**config.mk**
```make
export PLATFORM = sky130hd
export DESIGN_NAME = uvs_div_cell
export DESIGN_NICKNAME = d
export VERILOG_FILES = /design/src/rtl/uvs_pkg.sv /design/src/rtl/uvs_div_cell.sv
export SDC_FILE = /design/constraint.sdc
export NUM_CORES = 1
export LEC_CHECK = 0
export BUFFER_PORTS_ARGS = -buffer_cell sky130_fd_sc_hd__buf_4
export CAP_MARGIN = 5
export CORE_MARGIN = 1.5
export CORE_UTILIZATION = 39
export DETAILED_ROUTE_END_ITERATION = 6
export GPL_TIMING_DRIVEN = 1
export PLACE_DENSITY = 0.74
export SYNTH_ARGS = -nofsm -noshare
export SYNTH_HDL_FRONTEND = slang
export SYNTH_SLANG_ARGS = --single-unit
export TNS_END_PERCENT = 5
```
**constraint.sdc**
```tcl
create_clock -name clk_i -period 2.05 [get_ports clk_i]
set_input_delay 0.3075 -clock clk_i [delete_from_list [all_inputs] [get_ports clk_i]]
set_output_delay 0.3075 -clock clk_i [all_outputs]
set_load 0.01 [all_outputs]
```
**src/rtl/uvs_pkg.sv**
```systemverilog
package uvs_pkg;

  localparam int MaxBlocks      = 255;
  localparam int AngleBitsDef   = 16;
  localparam int TrigStagesDef  = 16;
  localparam int CountW         = 8;
  localparam int RadiusW        = 24;
  localparam int PosW           = 26;
  localparam int TexW           = 17;
  localparam int CfgIdxW        = 2;
  localparam int CfgDataW       = 24;
  localparam int CordW          = 33;
  localparam int AtanTableLen   = 24;

  localparam logic [CountW-1:0]  SegmentsReset = 8'd16;
  localparam logic [CountW-1:0]  RingsReset    = 8'd8;
  localparam logic [RadiusW-1:0] RadiusReset   = 24'd65536;

  localparam logic signed [CordW-1:0] GainQ30 = 33'sd652032874;

  typedef enum logic [CfgIdxW-1:0] {
    CfgSegments = 2'd0,
    CfgRings    = 2'd1,
    CfgRadius   = 2'd2
  } cfg_idx_e;

  typedef struct packed {
    logic signed [CordW-1:0] x;
    logic signed [CordW-1:0] y;
    logic signed [CordW-1:0] z;
    logic [1:0]              quad;
  } cord_lane_t;

  typedef struct packed {
    logic [TexW-1:0] u;
    logic [TexW-1:0] v;
  } tex_t;

  function automatic logic [CountW-1:0] clamp_count(input logic [CountW-1:0] n);
    logic [CountW-1:0] r;
    r = n;
    if (n == '0) r = CountW'(1);
    else if (32'(n) > MaxBlocks) r = CountW'(MaxBlocks);
    return r;
  endfunction

  function automatic logic [31:0] atan_turn(input int i);
    logic [31:0] a;
    case (i)
      0:  a = 32'h20000000;
      1:  a = 32'h12E4051D;
      2:  a = 32'h09FB385B;
      3:  a = 32'h051111D4;
      4:  a = 32'h028B0D43;
      5:  a = 32'h0145D7E1;
      6:  a = 32'h00A2F61E;
      7:  a = 32'h00517C55;
      8:  a = 32'h0028BE53;
      9:  a = 32'h00145F2E;
      10: a = 32'h000A2F98;
      11: a = 32'h000517CC;
      12: a = 32'h00028BE6;
      13: a = 32'h000145F3;
      14: a = 32'h0000A2F9;
      15: a = 32'h0000517C;
      16: a = 32'h000028BE;
      17: a = 32'h0000145F;
      18: a = 32'h00000A2F;
      19: a = 32'h00000517;
      20: a = 32'h0000028B;
      21: a = 32'h00000145;
      22: a = 32'h000000A2;
      23: a = 32'h00000051;
      default: a = 32'h0;
    endcase
    return a;
  endfunction

endpackage

```
**src/rtl/uvs_div_cell.sv**
```systemverilog
module uvs_div_cell import uvs_pkg::*; #(
  parameter int QuotW = 18
) (
  input  logic              clk_i,
  input  logic              rst_ni,
  input  logic [CountW-1:0] row_cnt_i,
  input  logic [CountW-1:0] col_cnt_i,
  input  logic              valid_i,
  output logic              ready_o,
  input  logic [CountW-1:0] row_rem_i,
  input  logic [QuotW-1:0]  row_quo_i,
  input  logic [CountW-1:0] col_rem_i,
  input  logic [QuotW-1:0]  col_quo_i,
  output logic              valid_o,
  input  logic              ready_i,
  output logic [CountW-1:0] row_rem_o,
  output logic [QuotW-1:0]  row_quo_o,
  output logic [CountW-1:0] col_rem_o,
  output logic [QuotW-1:0]  col_quo_o
);

  logic [CountW:0]   row_sh, col_sh;
  logic              row_ge, col_ge;
  logic [CountW-1:0] row_rem_d, col_rem_d, row_rem_q, col_rem_q;
  logic [QuotW-1:0]  row_quo_d, col_quo_d, row_quo_q, col_quo_q;
  logic              valid_q;

  // one quotient bit per cell, remainder stays below the count
  always_comb begin
    row_sh    = {row_rem_i, 1'b0};
    col_sh    = {col_rem_i, 1'b0};
    row_ge    = row_sh >= {1'b0, row_cnt_i};
    col_ge    = col_sh >= {1'b0, col_cnt_i};
    row_rem_d = row_ge ? CountW'(row_sh - {1'b0, row_cnt_i}) : row_sh[CountW-1:0];
    col_rem_d = col_ge ? CountW'(col_sh - {1'b0, col_cnt_i}) : col_sh[CountW-1:0];
    row_quo_d = {row_quo_i[QuotW-2:0], row_ge};
    col_quo_d = {col_quo_i[QuotW-2:0], col_ge};
  end

  assign ready_o = !valid_q || ready_i;

  always_ff @(posedge clk_i or negedge rst_ni) begin
    if (!rst_ni) begin
      valid_q <= 1'b0;
    end else if (ready_o) begin
      valid_q <= valid_i;
    end
  end

  always_ff @(posedge clk_i) begin
    if (ready_o && valid_i) begin
      row_rem_q <= row_rem_d;
      col_rem_q <= col_rem_d;
      row_quo_q <= row_quo_d;
      col_quo_q <= col_quo_d;
    end
  end

  assign valid_o   = valid_q;
  assign row_rem_o = row_rem_q;
  assign col_rem_o = col_rem_q;
  assign row_quo_o = row_quo_q;
  assign col_quo_o = col_quo_q;

endmodule

```
==> reports/results.ini <==
[status]
status = finished clean

[synthesis]
synthFlopType = edfxtp_1
synth-seq-area-share = 0.629
synth_nets = 275
yosys_warnings = 0
synth_top_area_share = 0.619
syn_area_per_cell_um2 = 13.6
synth_edf_count = 52
synthTopCellsByArea = edfxtp_1 (62%), ha_1 (7.9%), inv_1 (3.1%)
yosysUniqueCellTypes = 39
ys_ff_latch = 53
synth_area_mm2 = 0.00252
yosys.area.top_type = edfxtp_1
async_reset_ff_frac = 0.0189
syn_inst = 185

[drt]
wl_mm = 5.51
ant_nets = 0
wl_per_cell_um = 13.4
drc = 0
drtPass1Iterations = 4
vias_per_cell = 4.74
first_iter_violations = 84
num_vias = 1949

[cells_and_area]
nets = 423
syn2layout_area_growth_pct = 50.4
final_cell_mix = buf_4 (141), edfxtp_1 (52), inv_1 (21), ha_1 (16), nor2_1 (11)
final_common_cell = buf_4
drive_gt1_frac = 0.479
design_area_mm2 = 0.00380
final_cells = 411
diodes = 0

[timing]
rsz0062_at_grt = no
setup_violations = 0
hold_viol = 0
slew_headroom = 0.686
finalClockSkew_ns = 0.00623
worstMarginPinSlew_ns = 0.471
slew_violations = 0
period_share = 0.892
timing.hold.ws_ns = 0.178
tns_ns = 0
min_period_ns = 1.83
max_freq_mhz = 547

[die]
die_w_um = 83.4
pin_count = 126
initial_core_util = 0.400
dieArea_mm2 = 0.00696
die_h_um = 83.4
core_area_mm2 = 0.00631
rows = 29

[worst_setup_path]
cp_cell_sequence = buf_4 > inv_1 > ha_1 > ha_1 > o31ai_1 > a21oi_1 > nor2_4 > mux2_2
critical_path.endpoint_type = flop
crit_fanout = 7
worstPathRequired_ns = 2.11
cp_top_family = adder cells
worstPathArrival_ns = 1.89
cp_common_cell = ha_1
startpoint_type = input pin
path_class = in2reg
critPathMaxStageDelay_ns = 0.37
cp.buffers_inverters = 2
critPathSlowestCell = mux2_2

[power_and_ir_drop]
leakagePower_nw = 1.73
power_mw = 2.60
ir_drop_mv = 0.346
powerDensity_mw_per_mm2 = 685

[global_routing]
grt_usage = 0.159
grt_start_max_net_pins = 38
antenna_found_initial = 0
grt_overflow_total = 0
grt_pass1_vias = 1863
grt_pass1_wl_mm = 8.87

[placement]
io_buffers = 123
gp_congestion = 0.841
place_inst = 402
dp_hpwl_mm = 4.33
dpl_cell_area_mm2 = 0.00367

[clock_network]
cts_sinks = 53
cts_buffer_depth = 2
cts_resized = 0
clk_pin_slew_ns = 0.10
cts_buffers = 5
tritoncts = built
root_buffer = clkbuf_8
clock_latency_ns = 0.30
h-tree-depth = 2

[min_path]
hp-class = in2reg

[run]
maxCapViolations = 0

## flip-flops by register name, summed over array words and instances, names as in the netlist
name / count
row_rem_o: 8
col_quo_o: 18
row_quo_o: 18
valid_o: 1
col_rem_o: 8
## final timing paths
check / cells after the start / slack [ns] / startpoint / end
setup reg to reg: 3 / 0.60 / valid_o$_DFFE_PN0N_ / row_quo_o[13]$_DFFE_PP_
min in group asynchronous: 2 / 0.34 / rst_ni / valid_o$_DFFE_PN0N_
max in group asynchronous: 2 / 1.64 / rst_ni / valid_o$_DFFE_PN0N_
setup / recovery: 8 / 0.22 / row_cnt_i[1] / row_rem_o[3]$_DFFE_PP_
hold reg to reg: 2 / 0.57 / valid_o$_DFFE_PN0N_ / valid_o$_DFFE_PN0N_
hold / removal: 1 / 0.18 / row_quo_i[7] / row_quo_o[8]$_DFFE_PP_
## synthesized netlist by cell type (3+ instances only)
cell type	count
edfxtp_1	52
inv_1	21
ha_1	16
nor2_1	11
a21oi_1	10
mux2_2	7
o21a_1	6
o21ai_0	6
and3_1	4
nand2_1	4
nor2b_1	4
xnor2_1	4
nand2b_1	3
nand3_1	3
## power breakdown
group,total (mW),switching [mW],internal (mW)
sequential,1.31,0.0189,1.29
combinational,0.587,0.258,0.329
clock,0.707,0.340,0.367
total,2.60,0.617,1.98
## cell type report
cell class	count	area, um2
clock buffer	6	72.6
clock inverter	2	38.8
fill	520	2520
inverter	22	82.6
multi-input combinational	109	851
sequential	53	1590
tap	77	96.3
timing repair buffer	142	1070
## routing by layer
metal	global-route usage	up-vias	wire length, um
met3	0.0318	4	337
met2	0.260	80	2620
met4	0.0492	0	55
met5	0	-	0
li1	-	978	-
met1	0.216	887	2500
## cells by family after synthesis
kind of cell	count (synthesis)	synth area share
xor+xnor	6	0.0208
mux	8	0.0352
flops	53	0.629
buf+inv	23	0.0347
simple gates	41	0.0902
fa+ha+maj	18	0.0952
compound gates	36	0.0952
## metrics by stage
| stage | util | setup WS (ns) |
|---|---|---|
| 2_1_floorplan | - | 0.0989 |
| 3_3_place_gp | 0.582 | -0.0825 |
| 3_5_place_dp | 0.582 | -0.107 |
| 4_1_cts | 0.601 | 0.225 |
| 5_1_grt | 0.601 | 0.0912 |
| 6_report | 0.601 | 0.221 |
## what timing repair did
| action | CTS | global route |
|---|---|---|
| endpoints found under the hold margin | 1 | 0 |
| setup buffers | 0 | 0 |
| hold buffers | 1 | 0 |
Power figures use the tool's default switching activity.
